$ cat src/sv/isc_pkg.sv
// ---------------------------------------------------------------------------
// Interval set coalescer package
// Shared widths, result codes, cell commands and cell status for the
// interval set coalescer.
// ---------------------------------------------------------------------------
package isc_pkg;

    localparam int FIELD_W                = 16;
    localparam int KIND_W                 = 3;
    localparam int DEFAULT_TABLE_ENTRIES  = 32;
    localparam int DEFAULT_VALUE_BITS     = 16;

    typedef enum logic [KIND_W-1:0] {
        KIND_ADDED     = 3'd0,
        KIND_DUPLICATE = 3'd1,
        KIND_FULL      = 3'd2,
        KIND_ENTRY     = 3'd3,
        KIND_EMPTY     = 3'd4
    } t_kind;

    typedef enum logic [2:0] {
        ACT_HOLD      = 3'd0,
        ACT_MERGE     = 3'd1,
        ACT_EXT_LEFT  = 3'd2,
        ACT_EXT_RIGHT = 3'd3,
        ACT_INSERT    = 3'd4,
        ACT_ROTATE    = 3'd5
    } t_act;

    typedef struct packed {
        logic le;
        logic dup;
        logic join_left;
        logic join_right;
    } t_cell_flags;

endpackage

$ cat src/sv/isc_cell.sv
// ---------------------------------------------------------------------------
// Interval set coalescer cell
// Holds one interval of the sorted table, compares it against the incoming
// value and moves data to or from its neighbors on command.
// ---------------------------------------------------------------------------
module isc_cell #(
    parameter int VALUE_BITS = isc_pkg::DEFAULT_VALUE_BITS
) (
    input  logic                   i_clk,
    input  isc_pkg::t_act          i_act,
    input  logic [VALUE_BITS-1:0]  i_value,
    input  logic                   i_valid,
    input  logic                   i_tail,
    input  logic                   i_le_prev,
    input  logic                   i_le_next,
    input  logic [VALUE_BITS-1:0]  i_left_start,
    input  logic [VALUE_BITS-1:0]  i_left_end,
    input  logic [VALUE_BITS-1:0]  i_right_start,
    input  logic [VALUE_BITS-1:0]  i_right_end,
    input  logic [VALUE_BITS-1:0]  i_head_start,
    input  logic [VALUE_BITS-1:0]  i_head_end,
    output isc_pkg::t_cell_flags   o_flags,
    output logic [VALUE_BITS-1:0]  o_start,
    output logic [VALUE_BITS-1:0]  o_end
);

    logic [VALUE_BITS-1:0] r_start;
    logic [VALUE_BITS-1:0] r_end;
    logic [VALUE_BITS-1:0] n_start;
    logic [VALUE_BITS-1:0] n_end;
    logic                  w_le;
    logic                  w_is_left;
    logic                  w_is_right;
    logic                  w_at_slot;
    logic                  w_value_max;
    logic                  w_dup;
    logic                  w_join_left;
    logic                  w_join_right;

    assign w_le        = i_valid && (r_start <= i_value);
    assign w_is_left   = w_le && !i_le_next;
    assign w_is_right  = i_valid && !w_le && i_le_prev;
    assign w_at_slot   = !w_le && i_le_prev;
    assign w_value_max = (i_value == {VALUE_BITS{1'b1}});

    assign w_dup        = w_is_left && (r_end >= i_value);
    assign w_join_left  = w_is_left &&
                          (({1'b0, r_end} + (VALUE_BITS+1)'(1)) == {1'b0, i_value});
    assign w_join_right = w_is_right && !w_value_max &&
                          (r_start == (i_value + VALUE_BITS'(1)));

    assign o_flags = '{le: w_le, dup: w_dup, join_left: w_join_left,
                       join_right: w_join_right};

    always_comb begin
        n_start = r_start;
        n_end   = r_end;
        unique case (i_act)
            isc_pkg::ACT_MERGE: begin
                if (w_is_left) begin
                    n_end = i_right_end;
                end else if (!w_le) begin
                    n_start = i_right_start;
                    n_end   = i_right_end;
                end
            end
            isc_pkg::ACT_EXT_LEFT: begin
                if (w_is_left) begin
                    n_end = i_value;
                end
            end
            isc_pkg::ACT_EXT_RIGHT: begin
                if (w_is_right) begin
                    n_start = i_value;
                end
            end
            isc_pkg::ACT_INSERT: begin
                if (w_at_slot) begin
                    n_start = i_value;
                    n_end   = i_value;
                end else if (!i_le_prev) begin
                    n_start = i_left_start;
                    n_end   = i_left_end;
                end
            end
            isc_pkg::ACT_ROTATE: begin
                if (i_tail) begin
                    n_start = i_head_start;
                    n_end   = i_head_end;
                end else begin
                    n_start = i_right_start;
                    n_end   = i_right_end;
                end
            end
            default: begin
                n_start = r_start;
                n_end   = r_end;
            end
        endcase
    end

    always_ff @(posedge i_clk) begin
        r_start <= n_start;
        r_end   <= n_end;
    end

    assign o_start = r_start;
    assign o_end   = r_end;

endmodule

$ cat config.mk
export PLATFORM = sky130hd
export DESIGN_NAME = isc_cell
export DESIGN_NICKNAME = d
export VERILOG_FILES = /design/src/sv/isc_pkg.sv /design/src/sv/isc_cell.sv
export SDC_FILE = /design/constraint.sdc
export NUM_CORES = 1
export LEC_CHECK = 0
export ABC_AREA = 1
export CAP_MARGIN = 15
export CELL_PAD_IN_SITES_DETAIL_PLACEMENT = 0
export CELL_PAD_IN_SITES_GLOBAL_PLACEMENT = 1
export CORE_MARGIN = 2
export CORE_UTILIZATION = 30
export DETAILED_ROUTE_END_ITERATION = 12
export DONT_BUFFER_PORTS = 1
export PLACE_DENSITY_LB_ADDON = 0.25
export SYNTH_ARGS = -nofsm -noshare
export SYNTH_HDL_FRONTEND = slang
export SYNTH_SLANG_ARGS = --single-unit
export TNS_END_PERCENT = 20
$ cat constraint.sdc
create_clock -name i_clk -period 5.69 [get_ports i_clk]
set_input_delay 0.8535 -clock i_clk [delete_from_list [all_inputs] [get_ports i_clk]]
set_output_delay 0.8535 -clock i_clk [all_outputs]
set_load 0.01 [all_outputs]
* Word-level counts from Yosys, hierarchy flattened
Index checks and enable logic that the tools add are counted.
** Operators by class
- $lt $le $gt $ge :: 2
- Reduce and logical (&&, ||, !) cells :: 16
- Multiplexer cells :: 14
- Equality and inequality tests :: 14
- Shifts and indexed selects :: 0
- $add $sub $neg :: 2
- Bitwise logic cells :: 0
- $mul :: 0
- Divide/modulo/power cells :: 0
** Operator list (count)
- two-way mux 16 bit :: 12
- case mux 16 bit (4 select lines) :: 2
- adder 16 x 1 -> 17 bit (second input constant) :: 1
- equality test 17 x 16 -> 1 bit :: 1
- adder 16 x 1 -> 16 bit (second input constant) :: 1
- equality test 16 bit :: 1
- equality test 16 bit (second input constant) :: 1
- >= comparator 16 bit :: 1
- less-or-equal comparator 16 bit :: 1
- logical AND 1 bit :: 9
- inequality test 2 bit (second input constant) :: 4
- nonzero test 4 bit :: 2
- equality test 3 x 2 -> 1 bit (second input constant) :: 2
- equality test 3 bit (second input constant) :: 2
- inequality test 3 bit (second input constant) :: 2
- AND reduction 5 bit :: 1
- AND reduction 4 bit :: 1
- equality test 3 x 1 -> 1 bit (second input constant) :: 1
- logical NOT 1 bit :: 3
** Word-level totals
- RAM bits :: 0
- Bits of input ports :: 120
- Latch bits :: 0
- Memory bits (read-only) :: 0
- Flip-flop bits (word level) :: 32
- Logic and storage cells :: 50
- Output and inout port bits :: 36
- Memories :: 0

* Depth between registers and ports, before layout
- Word-level depth :: 7
- Gate-level depth with buffers :: 19
- Mapped depth without buffers :: 18

* Worst setup path before layout
No wires, ideal clock.
- Kind :: input -> register
- Start point :: input i_value[10]
- End point :: register r_end[0], in the netlist o_end[0], enable pin
- Stages on the path :: 14
- Path slack :: 1.987 ns
- Arrival :: 3.304 ns
- Required time :: 5.291 ns
- Buffers on the path :: 2
- Library setup time :: 0.399 ns
- Cells stage by stage :: clkbuf_1 -> inv_1 -> ha_1 -> nand2_1 -> inv_1 -> nand3_1 -> nor3_2 -> nand4_1 -> nand2_1 -> nand2_2 -> buf_2 -> nor2_1 -> nand2_1 -> a31oi_1
** On the way
- Word-level cells in the longest chain between the ends :: 6
- Elaborated cells on any way between the ends :: 9
- Those cells by class :: order compare (1); eq/ne (3); reduce/logical (5)
** RTL lines
- start, declared :: RTL line isc_cell.sv:11 : input logic [VALUE_BITS-1:0] i_value,
- less-or-equal comparator 16 bit (*) :: RTL line isc_cell.sv:40 : assign w_le = i_valid && (r_start <= i_value);
- logical AND 1 bit (*) :: RTL line isc_cell.sv:40
- logical NOT 1 bit
- logical AND 1 bit :: RTL line isc_cell.sv:43 : assign w_at_slot = !w_le && i_le_prev;
- inequality test 3 bit (no source line)
- AND reduction 4 bit (no source line) (*)
- end signal, assigned :: RTL line isc_cell.sv:104 : r_end <= n_end;
- end, declared :: RTL line isc_cell.sv:28 : logic [VALUE_BITS-1:0] r_end;
Mark *: on every way between the ends. The rest lies on a longest branch, timed or not.
A chain may end at the register's enable or synchronous reset.

==> results list <==
* Outcome: completed
- Across all register-to-register paths, the minimum setup slack is 2.21 ns.
- The worst setup path is launched from a primary input.
- Slew at the pin closest to its max-slew limit: approximately 1.1 ns
- Setup slack of the critical path after layout: between 1.5 and 2 ns
- The initial antenna violation count is 0.
- The min-delay analysis places its worst path in the category primary input to flip-flop.
- Vias in the first global route: 4622
- Most instantiated cells after synthesis: 236 x nand2_1, 82 x a21oi_1, 70 x nor2_1, 52 x inv_1, 35 x nand3_1
- Data on the critical path is required at its endpoint by approximately 4.8 ns.
* Clk slew on worst S/H paths: around 0.050 ns
* Row Count: 44
- Per report_power, the combinational group accounts for 31.3% of the total.
- Routed wire per std cell: between 20 and 25 um
- ANT nets after route: 0
- Setup repair after global routing missed its margin: false
- Peak VDD IR: approximately 0.00010 V
* Number of enable flip-flop cells after synthesis: 32
- Floorplan die height: around 130 um
- In this run, distinct cell masters in the synthesized netlist total 38.
* Count of endpoints failing setup in the final report: 0
- Summing all multi-input logic gate instances after layout gives around 3100 um^2.
- Overall routing resource usage: 21.1%
- Maximum buffer depth of the clock tree: 2
* Initial core utilization: 31.0%
- Worst R2R Path Depth: 11
- Clock tree synthesis inserted a total of 5 buffers.
- Final worst path period share: between 60% and 70%
- Once the clock tree was built, the setup fixing pass inserted 0 buffers.
- Metal3 WL: between 1 and 1.5 mm
- Total of warnings raised by yosys: 0
* Worst-case setup slack after placement: about 1.9 ns
- Crit path kind: primary input to output pin
* Synthesized netlist net count: roughly 860
- Number of sinks driven by the clock tree: 32
* Post-synthesis cell area: ~4500 um^2
- The worst register-to-register path begins at o_start[11].
* Port-buffer cells: 0
- For this block, the routed nets add up to 17.3 mm of wire.
* Die outline area: around 16000 um^2
- The number of endpoints with negative hold slack in the final report came to 0.
- Met1 layer wirelength in the final routing: 8.04 mm
- Maximum level of the CTS H-tree: 2
* Final estimated routing congestion in global placement: around 0.87
* Pin count of the biggest net entering global routing: 34
- For hold timing, the worst endpoint is o_start[5].
- CTS tree: done
- Top area cells in the synthesized netlist: edfxtp_1 21%, nand2_1 20%, ha_1 9.4%
* Number of register bits inferred by synthesis: 32
- The startpoint identified for the worst hold timing path is i_right_start[5].
- Fraction of post-synthesis cell area in the top cell type by area: a little over a fifth
* Layout Area Growth over Synthesis: 3.83%
- Io pins: 156
- Accumulated negative setup slack: 0 ns
- Share of cells above drive strength 1: 4.42%
- Wire length on met2: roughly 7.6 mm
- After detailed routing, the number of vias per cell comes to around 5.4.
* Number of hold buffers added after cts: 0
- For this design the total switching power over the nets is 0.000327 W.
- Based on the critical path, the design can be clocked at up to 261 MHz.
- Sequential cell area fraction in the yosys report: about a fifth
* Initial DRC Count: around 370
- Hold Crit Depth: 2
- Largest fanout of any net on the critical path: 18
- Top layer used by detailed routing: met4
- The clock network is responsible for between 30% and 40% of the overall power.
* Max-Cap Viols: 0
- Die span in x: about 130 um
* Type of element capturing the critical path: output pin
* Clock tree root buffer cell: clkbuf_16
* HPWL after DPL: 13.7 mm
- Clk Latency, worst-skew pair: around 0.28 ns
* Sequential group share of total power: 37.0%
- By instance count, the leading cell after synthesis is nand2_1.
- For this run, the leading register cell type out of synthesis is edfxtp_1.
- For the worst setup path, the data arrival time is 2.98 ns.
* P_leak: around 2.1 nW
- Cell internal power was estimated by the tool at a little over 0.0006 W.
* DRC: 0
- Subtracting the final worst setup slack from the clock period gives 3.83 ns.
- Core area: about 15000 um^2
- Between clock sinks in the finished design, the worst skew comes to about 0.0055 ns.
* Cells resized by post-CTS repair: 0
- Global-route wire length before repair: about 27 mm
- The number of slew-limit violations in the final report is 0.
- Summing all flip-flop and latch instances after layout gives 961 um^2.
* Via Count: 4695
* Slew margin rel.: about a quarter
- DRT Pass-1 Iters: 5
* Library cell occupying the most area in the post-synthesis netlist: edfxtp_1
- In the synthesized netlist the async set-or-reset flop fraction comes to 0%.
- The total overflow left after global routing is 0.
* Avg Cell Area, Syn: approximately 6.4 um^2
- For this design the ratio of total power to cell area is 198 nW/um^2.
- In this run the critical register-to-register path is captured at o_end[13].
- Net switching is 35.2% of the power.
- Counting the fill cells in the layout gives roughly 1600.
- Number of nets in the finished design: approximately 830
- Synthesized instance count: approximately 700
- Antenna diodes: 0
[area by class of cell]
cell class / instances / area share (%)
Inverter: 54 / 4.30
Clock buffer: 5 / 2.65
Tap cell: 184 / 4.88
Timing Repair Buffer: 4 / 0.637
Clock inverter: 3 / 0.796
Sequential cell: 32 / 20.4
Multi-Input combinational cell: 580 / 66.3
[critical path, cell delays in order]
cell,delay [ns]
inv_1,0.04
ha_1,0.29
nand2_1,0.05
inv_1,0.07
nand3_1,0.07
nor3_2,0.22
nand4_1,0.19
nand2_1,0.12
nand2_2,0.26
nor2_1,0.40
inv_1,0.09
a31oi_1,0.32
[per-stage QoR]
| stage | hold WS (ns) | instances | total power (W) | area, um^2 | utilization [%] |
|---|---|---|---|---|---|
| after floorplan | 1.08 | 707 | 0.000577 | 4540 | - |
| after global placement | 1.10 | 854 | 0.000638 | 4550 | 31.1 |
| after detailed placement | 1.09 | 854 | 0.000641 | 4550 | 31.1 |
| after CTS | 0.805 | 862 | 0.000938 | 4710 | 32.2 |
| after global routing | 0.852 | 862 | 0.000992 | 4710 | 32.2 |
| final | 0.813 | 862 | 0.000931 | 4710 | 32.2 |
[worst max-delay path by stage]
stage / from / to / cells after the start
finish: i_value[11] / o_flags[2] / 12
global route: i_value[11] / o_flags[2] / 12
CTS: i_value[11] / o_flags[2] / 12
detailed placement: i_value[11] / o_flags[2] / 12
global placement: i_value[11] / o_flags[2] / 12
floorplan: i_value[10] / o_end[0] / 14
[power by group through the flow]
stage / Clock [W] / Combinational (W) / Sequential, W
after floorplan: 0 / 0.000247 / 0.000330
after global placement: 0 / 0.000288 / 0.000350
after detailed placement: 0 / 0.000290 / 0.000351
after CTS: 0.000299 / 0.000292 / 0.000346
after global routing: 0.000307 / 0.000336 / 0.000349
final: 0.000295 / 0.000292 / 0.000345
[flip-flops by register name (all words and copies together) (netlist names)]
register / flops
o_start: 16
o_end: 16
[kinds of logic (layout without fill, tap and decap cells)]
group / Yosys count / in the layout / share of synthesized area (%)
flops: 32 / 32 / 21.2
compound gates: 138 / 138 / 17.4
simple gates: 375 / 375 / 35.1
buf+inv: 95 / 66 / 10.2
xor+xnor: 33 / 33 / 6.67
fa+ha+maj: 34 / 34 / 9.37
[layer usage]
| metal | vias to the layer above | track usage (%) |
|---|---|---|
| met5 | - | 0 |
| met4 | 0 | 4.27 |
| met3 | 27 | 5.28 |
| met2 | 186 | 33.5 |
| met1 | 2191 | 29.3 |
| li1 | 2291 | - |
[layout by cell type (no fill, tap or decap), types with 2 or more instances in the layout]
cell type and instances:
nor2_4 3, ha_1 34, a21oi_1 82, nand2_1 236, xor2_1 25, nor3_1 3
nand2_2 4, o21bai_1 2, a211oi_1 32, clkbuf_16 5, buf_4 4, nand4_1 13
xnor2_1 7, a21o_1 2, nand3_1 35, o21ai_0 14, nor3_2 4, clkinv_1 2
nor2_2 2, inv_2 2, edfxtp_1 32, inv_1 52, nor2_1 68
No activity file was read; power rests on OpenSTA's default activity.
